--- config.mk ---
export PLATFORM = sky130hd
export DESIGN_NAME = packet_header_classifier
export DESIGN_NICKNAME = d
export VERILOG_FILES = /design/src/hdl/phc_pkg.sv /design/src/hdl/phc_front.sv /design/src/hdl/phc_queue.sv /design/src/hdl/phc_back.sv /design/src/hdl/packet_header_classifier.sv
export VERILOG_INCLUDE_DIRS = /design/src /design/src/hdl
export SDC_FILE = /design/constraint.sdc
export NUM_CORES = 2
export LEC_CHECK = 0
export BUFFER_PORTS_ARGS = -buffer_cell sky130_fd_sc_hd__buf_2
export CORE_MARGIN = 3
export CORE_UTILIZATION = 32
export DETAILED_ROUTE_END_ITERATION = 7
export GPL_ROUTABILITY_DRIVEN = 0
export HOLD_SLACK_MARGIN = 0.05
export PLACE_DENSITY = 0.54
export SLEW_MARGIN = 20
export SYNTH_ARGS = -nofsm -noshare
export SYNTH_HDL_FRONTEND = slang
export SYNTH_HIERARCHICAL = 1
export SYNTH_SLANG_ARGS = --single-unit
export TNS_END_PERCENT = 10
--- constraint.sdc ---
create_clock -name i_clk -period 6.1 [get_ports i_clk]
set_clock_uncertainty 0.05 [all_clocks]
set_input_delay 0.915 -clock i_clk [delete_from_list [all_inputs] [get_ports i_clk]]
set_output_delay 0.915 -clock i_clk [all_outputs]
set_load 0.05 [all_outputs]
--- src/hdl/assert_macros.svh ---
// assertion macros shared by the classifier rtl
// each macro expects a clock named i_clk and an active-low reset named i_rst_n in scope
`ifndef ASSERT_MACROS_SVH
`define ASSERT_MACROS_SVH

// same-cycle implication, quiet during reset
`define ASSERT_IMPL(label, ante, cons) \
    label: assert property (@(posedge i_clk) disable iff (!i_rst_n) (ante) |-> (cons)) \
        else $error("assertion failed");

// next-cycle implication, quiet during reset
`define ASSERT_NEXT(label, ante, cons) \
    label: assert property (@(posedge i_clk) disable iff (!i_rst_n) (ante) |=> (cons)) \
        else $error("assertion failed");

`endif

--- src/hdl/phc_pkg.sv ---
// types and constants of the packet header classifier
// used by phc_front, phc_queue, phc_back and packet_header_classifier
package phc_pkg;

    // input item
    typedef struct packed {
        logic [1:0] func;
        logic [7:0] frame_byte;
        logic       frame_end;
        logic [3:0] counter_select;
    } t_in_item;

    // result item
    typedef struct packed {
        logic        result_kind;
        logic [2:0]  network_class;
        logic [2:0]  transport_class;
        logic [2:0]  application_class;
        logic        ip_length_bad;
        logic        tcp_offset_bad;
        logic        truncated;
        logic [15:0] destination_port;
        logic [31:0] counter_value;
    } t_out_item;

    // commands passed from the front to the back
    typedef enum logic [1:0] {
        CMD_SUMMARY,
        CMD_READ,
        CMD_CLEAR
    } t_cmd_kind;

    typedef struct packed {
        t_cmd_kind  kind;
        logic       count_net;
        t_out_item  summary;
        logic [3:0] sel;
    } t_cmd;

    // queue status seen by the top and the back
    typedef struct packed {
        logic head_valid;
        logic full;
    } t_q_status;

    // function codes
    localparam logic [1:0] FUNC_BYTE  = 2'd0;
    localparam logic [1:0] FUNC_READ  = 2'd1;
    localparam logic [1:0] FUNC_CLEAR = 2'd2;

    // result kinds
    localparam logic KIND_SUMMARY = 1'b0;
    localparam logic KIND_READ    = 1'b1;

    // configuration register indexes
    localparam logic [1:0] CFG_WEB_PORT  = 2'd0;
    localparam logic [1:0] CFG_FTP_PORT  = 2'd1;
    localparam logic [1:0] CFG_SSH_PORT  = 2'd2;

    localparam logic [15:0] WEB_PORT_RST = 16'd80;
    localparam logic [15:0] FTP_PORT_RST = 16'd21;
    localparam logic [15:0] SSH_PORT_RST = 16'd22;

    // network classes
    localparam logic [2:0] NET_ARP   = 3'd0;
    localparam logic [2:0] NET_RARP  = 3'd1;
    localparam logic [2:0] NET_IPV6  = 3'd2;
    localparam logic [2:0] NET_IPV4  = 3'd3;
    localparam logic [2:0] NET_OTHER = 3'd4;

    // transport classes
    localparam logic [2:0] TRSP_NONE  = 3'd0;
    localparam logic [2:0] TRSP_ICMP  = 3'd1;
    localparam logic [2:0] TRSP_TCP   = 3'd2;
    localparam logic [2:0] TRSP_UDP   = 3'd3;
    localparam logic [2:0] TRSP_OTHER = 3'd4;

    // application classes
    localparam logic [2:0] APP_NONE  = 3'd0;
    localparam logic [2:0] APP_HTTP  = 3'd1;
    localparam logic [2:0] APP_FTP   = 3'd2;
    localparam logic [2:0] APP_SSH   = 3'd3;
    localparam logic [2:0] APP_OTHER = 3'd4;

    // ethertypes and ip protocols
    localparam logic [15:0] ETYPE_ARP  = 16'h0806;
    localparam logic [15:0] ETYPE_RARP = 16'h8035;
    localparam logic [15:0] ETYPE_IPV6 = 16'h86DD;
    localparam logic [15:0] ETYPE_IPV4 = 16'h0800;
    localparam logic [7:0]  PROTO_ICMP = 8'd1;
    localparam logic [7:0]  PROTO_TCP  = 8'd6;
    localparam logic [7:0]  PROTO_UDP  = 8'd17;

    // header geometry
    localparam logic [6:0] OFS_ETYPE_HI = 7'd12;
    localparam logic [6:0] OFS_ETYPE_LO = 7'd13;
    localparam logic [6:0] OFS_IP_VHL   = 7'd14;
    localparam logic [6:0] OFS_IP_PROTO = 7'd23;
    localparam logic [6:0] OFS_MAX      = 7'd127;
    localparam logic [7:0] ETH_HDR      = 8'd14;
    localparam logic [5:0] MIN_HDR      = 6'd20;
    localparam logic [7:0] TCP_PORT_HI  = 8'd2;
    localparam logic [7:0] TCP_PORT_LO  = 8'd3;
    localparam logic [7:0] TCP_OFFSET   = 8'd12;

    // counter map
    localparam int          N_COUNTERS    = 13;
    localparam logic [3:0]  CNT_TRSP_BASE = 4'd4;
    localparam logic [3:0]  CNT_APP_BASE  = 4'd8;

endpackage

--- src/hdl/phc_front.sv ---
// front end of the classifier: byte parser, frame classifier, port registers
// depends on phc_pkg
module phc_front (
    input  logic             i_clk,
    input  logic             i_rst_n,
    input  logic             i_accept,
    input  phc_pkg::t_in_item i_item,
    input  logic             i_cfg_we,
    input  logic [1:0]       i_cfg_index,
    input  logic [15:0]      i_cfg_data,
    output logic             o_push,
    output phc_pkg::t_cmd    o_cmd
);

    // port registers
    logic [15:0] r_web_port, r_ftp_port, r_ssh_port;

    // per-frame captures
    logic [6:0]  r_byte_offset, n_byte_offset;
    logic [15:0] r_ether_kind, n_ether_kind;
    logic [5:0]  r_ip_hdr_bytes, n_ip_hdr_bytes;
    logic [7:0]  r_ip_proto, n_ip_proto;
    logic [15:0] r_tcp_port, n_tcp_port;
    logic [5:0]  r_tcp_hdr_bytes, n_tcp_hdr_bytes;

    logic [7:0]  w_pos;
    logic [7:0]  w_tcp_base;
    logic [7:0]  w_count;
    logic [7:0]  w_end_base;
    logic        w_byte;
    phc_pkg::t_out_item w_sum;
    logic        w_count_net;

    // configuration writes
    always_ff @(posedge i_clk) begin
        if (!i_rst_n) begin
            r_web_port <= phc_pkg::WEB_PORT_RST;
            r_ftp_port <= phc_pkg::FTP_PORT_RST;
            r_ssh_port <= phc_pkg::SSH_PORT_RST;
        end else if (i_cfg_we) begin
            case (i_cfg_index)
                phc_pkg::CFG_WEB_PORT: r_web_port <= i_cfg_data;
                phc_pkg::CFG_FTP_PORT: r_ftp_port <= i_cfg_data;
                phc_pkg::CFG_SSH_PORT: r_ssh_port <= i_cfg_data;
                default: ;
            endcase
        end
    end

    assign w_byte     = i_accept && (i_item.func == phc_pkg::FUNC_BYTE);
    assign w_pos      = {1'b0, r_byte_offset};
    assign w_tcp_base = phc_pkg::ETH_HDR + {2'b00, r_ip_hdr_bytes};

    // field capture for the current byte
    always_comb begin
        n_ether_kind    = r_ether_kind;
        n_ip_hdr_bytes  = r_ip_hdr_bytes;
        n_ip_proto      = r_ip_proto;
        n_tcp_port      = r_tcp_port;
        n_tcp_hdr_bytes = r_tcp_hdr_bytes;
        if (r_byte_offset == phc_pkg::OFS_ETYPE_HI) begin
            n_ether_kind = {i_item.frame_byte, r_ether_kind[7:0]};
        end else if (r_byte_offset == phc_pkg::OFS_ETYPE_LO) begin
            n_ether_kind = {r_ether_kind[15:8], i_item.frame_byte};
        end else if (r_ether_kind == phc_pkg::ETYPE_IPV4) begin
            if (r_byte_offset == phc_pkg::OFS_IP_VHL) begin
                n_ip_hdr_bytes = {i_item.frame_byte[3:0], 2'b00};
            end else if (r_byte_offset == phc_pkg::OFS_IP_PROTO) begin
                n_ip_proto = i_item.frame_byte;
            end else if (r_ip_hdr_bytes >= phc_pkg::MIN_HDR &&
                         r_ip_proto == phc_pkg::PROTO_TCP) begin
                if (w_pos == w_tcp_base + phc_pkg::TCP_PORT_HI) begin
                    n_tcp_port = {i_item.frame_byte, r_tcp_port[7:0]};
                end else if (w_pos == w_tcp_base + phc_pkg::TCP_PORT_LO) begin
                    n_tcp_port = {r_tcp_port[15:8], i_item.frame_byte};
                end else if (w_pos == w_tcp_base + phc_pkg::TCP_OFFSET) begin
                    n_tcp_hdr_bytes = {i_item.frame_byte[7:4], 2'b00};
                end
            end
        end
        n_byte_offset = (r_byte_offset != phc_pkg::OFS_MAX) ? r_byte_offset + 7'd1
                                                            : r_byte_offset;
    end

    assign w_count    = w_pos + 8'd1;
    assign w_end_base = phc_pkg::ETH_HDR + {2'b00, n_ip_hdr_bytes};

    // classification of a frame on its last byte
    always_comb begin
        w_sum             = '0;
        w_sum.result_kind = phc_pkg::KIND_SUMMARY;
        w_sum.network_class = phc_pkg::NET_OTHER;
        w_count_net       = 1'b0;
        if (w_count < phc_pkg::ETH_HDR) begin
            w_sum.truncated = 1'b1;
        end else begin
            w_count_net = 1'b1;
            case (n_ether_kind)
                phc_pkg::ETYPE_ARP:  w_sum.network_class = phc_pkg::NET_ARP;
                phc_pkg::ETYPE_RARP: w_sum.network_class = phc_pkg::NET_RARP;
                phc_pkg::ETYPE_IPV6: w_sum.network_class = phc_pkg::NET_IPV6;
                phc_pkg::ETYPE_IPV4: w_sum.network_class = phc_pkg::NET_IPV4;
                default:             w_sum.network_class = phc_pkg::NET_OTHER;
            endcase
            if (w_sum.network_class == phc_pkg::NET_IPV4) begin
                if (w_count < phc_pkg::ETH_HDR + 8'd1) begin
                    w_sum.truncated = 1'b1;
                end else if (n_ip_hdr_bytes < phc_pkg::MIN_HDR) begin
                    w_sum.ip_length_bad = 1'b1;
                end else if (w_count < phc_pkg::ETH_HDR + 8'd10) begin
                    w_sum.truncated = 1'b1;
                end else begin
                    case (n_ip_proto)
                        phc_pkg::PROTO_ICMP: w_sum.transport_class = phc_pkg::TRSP_ICMP;
                        phc_pkg::PROTO_TCP:  w_sum.transport_class = phc_pkg::TRSP_TCP;
                        phc_pkg::PROTO_UDP:  w_sum.transport_class = phc_pkg::TRSP_UDP;
                        default:             w_sum.transport_class = phc_pkg::TRSP_OTHER;
                    endcase
                    if (w_sum.transport_class == phc_pkg::TRSP_TCP) begin
                        w_sum.destination_port = n_tcp_port;
                        if (w_count < w_end_base + 8'd13) begin
                            w_sum.truncated = 1'b1;
                        end else if (n_tcp_hdr_bytes < phc_pkg::MIN_HDR) begin
                            w_sum.tcp_offset_bad = 1'b1;
                        end else if (n_tcp_port == r_web_port) begin
                            w_sum.application_class = phc_pkg::APP_HTTP;
                        end else if (n_tcp_port == r_ftp_port) begin
                            w_sum.application_class = phc_pkg::APP_FTP;
                        end else if (n_tcp_port == r_ssh_port) begin
                            w_sum.application_class = phc_pkg::APP_SSH;
                        end else begin
                            w_sum.application_class = phc_pkg::APP_OTHER;
                        end
                    end
                end
            end
        end
    end

    // frame state update, cleared after each last byte
    always_ff @(posedge i_clk) begin
        if (!i_rst_n) begin
            r_byte_offset   <= '0;
            r_ether_kind    <= '0;
            r_ip_hdr_bytes  <= '0;
            r_ip_proto      <= '0;
            r_tcp_port      <= '0;
            r_tcp_hdr_bytes <= '0;
        end else if (w_byte) begin
            if (i_item.frame_end) begin
                r_byte_offset   <= '0;
                r_ether_kind    <= '0;
                r_ip_hdr_bytes  <= '0;
                r_ip_proto      <= '0;
                r_tcp_port      <= '0;
                r_tcp_hdr_bytes <= '0;
            end else begin
                r_byte_offset   <= n_byte_offset;
                r_ether_kind    <= n_ether_kind;
                r_ip_hdr_bytes  <= n_ip_hdr_bytes;
                r_ip_proto      <= n_ip_proto;
                r_tcp_port      <= n_tcp_port;
                r_tcp_hdr_bytes <= n_tcp_hdr_bytes;
            end
        end
    end

    // command to the back end
    always_comb begin
        o_push          = 1'b0;
        o_cmd.kind      = phc_pkg::CMD_SUMMARY;
        o_cmd.count_net = w_count_net;
        o_cmd.summary   = w_sum;
        o_cmd.sel       = i_item.counter_select;
        if (i_accept) begin
            case (i_item.func)
                phc_pkg::FUNC_BYTE: begin
                    o_push     = i_item.frame_end;
                    o_cmd.kind = phc_pkg::CMD_SUMMARY;
                end
                phc_pkg::FUNC_READ: begin
                    o_push     = 1'b1;
                    o_cmd.kind = phc_pkg::CMD_READ;
                end
                phc_pkg::FUNC_CLEAR: begin
                    o_push     = 1'b1;
                    o_cmd.kind = phc_pkg::CMD_CLEAR;
                end
                default: o_push = 1'b0;
            endcase
        end
    end

endmodule

--- src/hdl/phc_queue.sv ---
// two-entry command queue between the front and the back of the classifier
// depends on phc_pkg
module phc_queue (
    input  logic                i_clk,
    input  logic                i_rst_n,
    input  logic                i_push,
    input  phc_pkg::t_cmd       i_cmd,
    input  logic                i_pop,
    output phc_pkg::t_cmd       o_head,
    output phc_pkg::t_q_status  o_status
);

    // slot 0 is always the head
    phc_pkg::t_cmd r_slot0, r_slot1, n_slot0, n_slot1;
    logic          r_v0, r_v1, n_v0, n_v1;

    // shift on pop, then fill the first free slot
    always_comb begin
        n_slot0 = r_slot0;
        n_slot1 = r_slot1;
        n_v0    = r_v0;
        n_v1    = r_v1;
        if (i_pop) begin
            n_slot0 = r_slot1;
            n_v0    = r_v1;
            n_v1    = 1'b0;
        end
        if (i_push) begin
            if (!n_v0) begin
                n_slot0 = i_cmd;
                n_v0    = 1'b1;
            end else begin
                n_slot1 = i_cmd;
                n_v1    = 1'b1;
            end
        end
    end

    always_ff @(posedge i_clk) begin
        if (!i_rst_n) begin
            r_v0 <= 1'b0;
            r_v1 <= 1'b0;
        end else begin
            r_v0 <= n_v0;
            r_v1 <= n_v1;
        end
    end

    always_ff @(posedge i_clk) begin
        r_slot0 <= n_slot0;
        r_slot1 <= n_slot1;
    end

    assign o_head              = r_slot0;
    assign o_status.head_valid = r_v0;
    assign o_status.full       = r_v1;

endmodule

--- src/hdl/phc_back.sv ---
// back end of the classifier: class counters, reads, clears and the result register
// depends on phc_pkg
module phc_back #(
    parameter int COUNT_BITS = 32
) (
    input  logic                i_clk,
    input  logic                i_rst_n,
    input  phc_pkg::t_cmd       i_head,
    input  phc_pkg::t_q_status  i_status,
    output logic                o_pop,
    output logic                o_out_valid,
    input  logic                i_out_stall,
    output phc_pkg::t_out_item  o_out_item
);

    localparam int READ_BITS = (COUNT_BITS < 32) ? COUNT_BITS : 32;

    logic [COUNT_BITS-1:0] r_counters [phc_pkg::N_COUNTERS];
    logic                  r_out_valid;
    phc_pkg::t_out_item    r_out_item, w_read_item;
    logic                  w_take;
    logic [3:0]            w_net_idx, w_trsp_idx, w_app_idx;
    logic [COUNT_BITS-1:0] w_sel_cnt;

    // the result register can take a new item when empty or being drained
    assign w_take = !r_out_valid || !i_out_stall;
    assign o_pop  = i_status.head_valid && w_take;

    assign w_net_idx  = {1'b0, i_head.summary.network_class};
    assign w_trsp_idx = phc_pkg::CNT_TRSP_BASE + {1'b0, i_head.summary.transport_class};
    assign w_app_idx  = phc_pkg::CNT_APP_BASE + {1'b0, i_head.summary.application_class};

    // counter bumps and clear
    always_ff @(posedge i_clk) begin
        if (!i_rst_n) begin
            for (int i = 0; i < phc_pkg::N_COUNTERS; i++) begin
                r_counters[i] <= '0;
            end
        end else if (o_pop) begin
            if (i_head.kind == phc_pkg::CMD_CLEAR) begin
                for (int i = 0; i < phc_pkg::N_COUNTERS; i++) begin
                    r_counters[i] <= '0;
                end
            end else if (i_head.kind == phc_pkg::CMD_SUMMARY) begin
                for (int i = 0; i < phc_pkg::N_COUNTERS; i++) begin
                    if ((i_head.count_net && w_net_idx == 4'(i)) ||
                        (i_head.summary.transport_class != phc_pkg::TRSP_NONE &&
                         w_trsp_idx == 4'(i)) ||
                        (i_head.summary.application_class != phc_pkg::APP_NONE &&
                         w_app_idx == 4'(i))) begin
                        r_counters[i] <= r_counters[i] + COUNT_BITS'(1);
                    end
                end
            end
        end
    end

    // counter read data
    always_comb begin
        w_sel_cnt = '0;
        if (i_head.sel < 4'(phc_pkg::N_COUNTERS)) begin
            w_sel_cnt = r_counters[i_head.sel];
        end
        w_read_item               = '0;
        w_read_item.result_kind   = phc_pkg::KIND_READ;
        w_read_item.counter_value = 32'(w_sel_cnt[READ_BITS-1:0]);
    end

    // result register
    always_ff @(posedge i_clk) begin
        if (!i_rst_n) begin
            r_out_valid <= 1'b0;
        end else if (o_pop && i_head.kind != phc_pkg::CMD_CLEAR) begin
            r_out_valid <= 1'b1;
        end else if (w_take) begin
            r_out_valid <= 1'b0;
        end
    end

    always_ff @(posedge i_clk) begin
        if (o_pop) begin
            case (i_head.kind)
                phc_pkg::CMD_SUMMARY: r_out_item <= i_head.summary;
                phc_pkg::CMD_READ:    r_out_item <= w_read_item;
                default:              r_out_item <= r_out_item;
            endcase
        end
    end

    assign o_out_valid = r_out_valid;
    assign o_out_item  = r_out_item;

endmodule

--- src/hdl/packet_header_classifier.sv ---
// Ethernet / IPv4 / TCP header classifier with per-class counters
// Input channel: one item per cycle with valid/stall; func selects frame byte,
// counter read or clear of all counters. Bytes start at the Ethernet header.
// Output channel: one result per frame (on its last byte) and per counter read;
// clears and non-final bytes give no result. Results keep input order.
// Path: the front classifies combinationally, the command is written to the queue
// at the accepting edge and is then popped into the result register once that
// register is empty or being drained (front classify -> queue -> result).
// Throughput: one item per cycle unless the input stalls; the front parses and
// classifies bytes combinationally; the back bumps up to three counters at once.
// A two-entry command queue sits between the two halves; when the receiver
// stalls, the queue fills and the input stall rises, the held result stays put.
// Reset (synchronous, active low) clears frame state and counters, empties the
// queue and the result register and loads ports 80, 21 and 22. Configuration
// writes take effect in the cycle after the write enable.
// depends on phc_pkg, phc_front, phc_queue, phc_back and assert_macros.svh
`include "assert_macros.svh"

module packet_header_classifier #(
    parameter int COUNT_BITS = 32
) (
    input  logic                i_clk,
    input  logic                i_rst_n,
    input  logic                i_in_valid,
    output logic                o_in_stall,
    input  phc_pkg::t_in_item   i_in_item,
    output logic                o_out_valid,
    input  logic                i_out_stall,
    output phc_pkg::t_out_item  o_out_item,
    input  logic                i_cfg_we,
    input  logic [1:0]          i_cfg_index,
    input  logic [15:0]         i_cfg_data
);

    logic               w_accept;
    logic               w_push;
    logic               w_pop;
    phc_pkg::t_cmd      w_cmd;
    phc_pkg::t_cmd      w_head;
    phc_pkg::t_q_status w_qstat;
    logic               w_out_is_read;
    logic               w_read_clean;
    logic               w_out_has_trsp;
    logic               w_trsp_clean;

    // input handshake
    assign o_in_stall = w_qstat.full;
    assign w_accept   = i_in_valid && !w_qstat.full;

    phc_front u_front (
        .i_clk       (i_clk),
        .i_rst_n     (i_rst_n),
        .i_accept    (w_accept),
        .i_item      (i_in_item),
        .i_cfg_we    (i_cfg_we),
        .i_cfg_index (i_cfg_index),
        .i_cfg_data  (i_cfg_data),
        .o_push      (w_push),
        .o_cmd       (w_cmd)
    );

    phc_queue u_queue (
        .i_clk    (i_clk),
        .i_rst_n  (i_rst_n),
        .i_push   (w_push),
        .i_cmd    (w_cmd),
        .i_pop    (w_pop),
        .o_head   (w_head),
        .o_status (w_qstat)
    );

    phc_back #(
        .COUNT_BITS (COUNT_BITS)
    ) u_back (
        .i_clk       (i_clk),
        .i_rst_n     (i_rst_n),
        .i_head      (w_head),
        .i_status    (w_qstat),
        .o_pop       (w_pop),
        .o_out_valid (o_out_valid),
        .i_out_stall (i_out_stall),
        .o_out_item  (o_out_item)
    );

    // terms used by the checks
    assign w_out_is_read  = o_out_valid && (o_out_item.result_kind == phc_pkg::KIND_READ);
    assign w_read_clean   = (o_out_item.network_class == phc_pkg::NET_ARP) &&
                            (o_out_item.destination_port == 16'd0);
    assign w_out_has_trsp = o_out_valid &&
                            (o_out_item.result_kind == phc_pkg::KIND_SUMMARY) &&
                            (o_out_item.transport_class != phc_pkg::TRSP_NONE);
    assign w_trsp_clean   = (o_out_item.network_class == phc_pkg::NET_IPV4) &&
                            (o_out_item.counter_value == 32'd0);

    // checks
    `ASSERT_IMPL(a_no_push_when_full, w_push, !w_qstat.full)
    `ASSERT_NEXT(a_pop_empties_full, w_pop && !w_push && w_qstat.full, !w_qstat.full)
    `ASSERT_IMPL(a_read_fields_zero, w_out_is_read, w_read_clean)
    `ASSERT_IMPL(a_transport_needs_ipv4, w_out_has_trsp, w_trsp_clean)

endmodule
==> out/metrics.yaml <==
status: "finished clean"
cp_data_required_time_ps: 6610
period_share_pct: 80.51
cts_root_buffer: "clkbuf_16"
pin_count: 101
core_area_mm2: 0.1243
synth_edf_count: 513
rows: 129
fin_tns_setup_ps: 0
synth_cell_types: 89
regArea_mm2: 0.01958
cp_num_buf_inv: 1
rsz0062_at_grt: "false"
syn_avg_cell_area_um2: 10.60
endpoint_kind: "flip-flop"
synth_seq_cells: 721
cts.sinks: 721
cap_violations: 0
hp-class: "input port to flip-flop"
final_area_mm2: 0.04534
gr-total-overflow: 0
final_layout_size_suffix_gt1_share_pct: 15.67
wl_per_cell_um: 20.41
cts_hold_buf: 0
cts_buffer_depth: 3
path_class: "flip-flop to flip-flop"
whs_endpoint: "u_queue/r_slot1[3]$_DFFE_PP_"
h-tree-depth: 3
place_inst: 5407
clk_pin_slew_ps: 60
grt_util_all_layers_pct: 17.09
fillers: 12434
async_reset_ff_share_pct: 0
path_cells: "inv_1, ha_1, xor2_1, ha_1, nor2b_1, or3b_2, o21ai_0, and3_1, mux2i_1, o22ai_1, or4_1, o21ai_1, and3b_1, mux2_4"
postCtsSetupBuffers: 0
clock_latency_ps: 670
ys_seq_area_share_pct: 48.59
cts_inserted_buffers: 83
dr.pass1.iters: 8
crit_fanout: 17
placed_area_mm2: 0.04247
worstHoldPathCells: 1
yosys.area.top_type: "edfxtp_1"
r2r-start: "u_front/r_ip_hdr_bytes[1]$_SDFFE_PN0P_"
finalHoldViolCount: 0
drc: 0
critPathMaxStageDelay_ps: 670
yosysWarnings: 6
r2r-end: "u_queue/o_head[57]$_DFF_P_"
arrival_ps: 5420
layout_commonest_cell: "edfxtp_1"
syn2layout_area_growth_pct: 12.57
p_leak_nw: 15.08
cts_tree: "built"
critPathTopFamily: "simple AND/OR/NAND/NOR gates"
yosysTopAreaCellShare_pct: 38.25
initial_utilization_pct: 32.41
reg2reg_depth: 14
reg2reg_setup_slack_ps: 1190
grt_max_degree: 73
syn_inst: 3798
wl_um: 113500
antenna_found_initial: 1
final_nets: 3927
fmax_mhz: 203.6
irDropWorstVdd_v: 0.0001855
holdCritStartpoint: "i_in_item[3]"
multi_input_area_mm2: 0.01959
worst_pin_slew_ps: 1049
vias: 29345
synth_area_leaders: "edfxtp_1 38%, dfxtp_1 10%, xor2_1 5.8%, mux4_2 5.4%, nor2_1 4.6%"
grt_pass1_vias: 27890
ys.flop_type: "edfxtp_1"
viasPerCell: 5.276
die_h_um: 360.8
fin_crit_ps: 4911
die_w_um: 360.8
crit_slowest_cell: "dfxtp_1"
power.density_mw_per_mm2: 302.8
crit_path_frequent_cell: "ha_1"
drtAntennaViolNets: 0
post_cts_resized: 0
hpwl_um: 81540
stdcell_count: 5562
drtIter0Drc: 2596
setup_viol: 0
port_buffers: 100
drv_slew: 0
grt_pass1_wl_um: 172600
die-area_mm2: 0.1302
timing.slew.headroom_pct: 30.05
layout_common_cells: "513 x edfxtp_1, 487 x nor2_1, 337 x nand2_1"
setup.worst_path.start_class: "flip-flop"
syn_area_mm2: 0.04028
==> where the power goes <==
group          internal [W]  switching, W
clock               0.00315       0.00212
combinational       0.00100       0.00130
sequential          0.00568      0.000485
==> cell usage after synthesis (7+ instances only) <==
cell type	instances
edfxtp_1	513
nand3_1	196
dfxtp_1	208
buf_4	42
or3_1	32
nor4_1	60
inv_1	84
nand4b_1	11
xor2_1	266
nor2b_1	61
nand4_1	141
o22ai_1	7
a21oi_1	84
mux2_4	20
and3_1	64
mux2i_1	54
a21boi_0	46
and4_1	34
or2_2	8
xnor2_1	169
or4_1	12
nor2_1	489
o211ai_1	11
buf_1	29
a22oi_1	52
o21ai_0	89
and2_1	52
nand2_1	337
buf_2	14
clkbuf_1	126
mux4_2	96
mux2_2	150
ha_1	34
nor3_1	63
nand2b_1	17
==> worst max path at each step <==
stage	from	end	slack (ps)	cells after the start
after floorplan	i_in_item[4]	u_queue/r_slot1[0]$_DFFE_PP_	700	6
after global placement	u_front/r_ip_hdr_bytes[1]$_SDFFE_PN0P_	u_queue/o_head[57]$_DFF_P_	1350	14
after detailed placement	u_front/r_ip_hdr_bytes[1]$_SDFFE_PN0P_	u_queue/o_head[57]$_DFF_P_	1270	14
after CTS	u_front/r_ip_hdr_bytes[1]$_SDFFE_PN0P_	u_queue/o_head[57]$_DFF_P_	1280	14
after global routing	u_front/r_byte_offset[1]$_SDFFE_PN0P_	u_queue/o_head[57]$_DFF_P_	890	18
final	u_front/r_ip_hdr_bytes[1]$_SDFFE_PN0P_	u_queue/o_head[57]$_DFF_P_	1190	14
==> per-stage QoR <==
stage | hold WS (ps) | total power (W) | setup slack [ps] | util (%)
finish | 394.3 | 0.01373 | 1189 | 36.48
global route | 346.6 | 0.01427 | 891.4 | 36.48
CTS | 331.4 | 0.01388 | 1283 | 36.47
detailed placement | 439.2 | 0.008558 | 1271 | 34.17
global placement | 430.4 | 0.008552 | 1354 | 34.17
floorplan | 405.3 | 0.007729 | 695.3 | -
==> area by class of cell <==
cell class	count	share of cell area [%]
diodes	1	0.005519
clock buffers	109	5.183
clock inverters	45	1.137
inverters	84	0.7009
multi-input cells	2807	43.20
flip-flops and latches	721	43.19
well taps	1637	4.517
repair buffers	158	2.064
==> routing by layer <==
metal,global-route usage (%),vias up,part of all wire (%)
met5,0,-,0.011
met4,5.759,2,3.2
met3,3.474,169,6.7
met2,25.73,853,44
met1,24.42,14459,46
li1,-,13862,-
==> cells by family (layout without fill, tap and decap cells) <==
kind of cell | count (synthesis) | count (layout) | share of synthesized area, %
AND/OR/NAND/NOR | 1630 | 1630 | 20.13
flip-flops | 721 | 721 | 48.58
XOR/XNOR | 437 | 437 | 9.571
AO/OA/AOI/OAI | 352 | 352 | 5.557
multiplexers | 321 | 321 | 11.71
buffers and inverters | 302 | 396 | 3.386
adder cells (fa/ha/maj) | 34 | 34 | 1.056
other | 1 | 34 | 0.009310
==> state kept, by name, indices dropped and copies added, names as in the netlist, 4 cells and up <==
| name | cells |
|---|---|
| u_queue/r_slot1 | 68 |
| u_front/r_web_port | 16 |
| u_front/r_ip_hdr_bytes | 6 |
| u_front/r_ether_kind | 16 |
| u_front/r_ftp_port | 16 |
| u_back/r_counters | 416 |
| u_front/r_tcp_hdr_bytes | 4 |
| u_front/r_tcp_port | 16 |
| u_front/r_ssh_port | 16 |
| u_front/r_byte_offset | 7 |
| u_queue/o_head | 68 |
| u_front/r_ip_proto | 8 |
| u_back/o_out_item | 61 |
(Power assumes the default switching activity.)
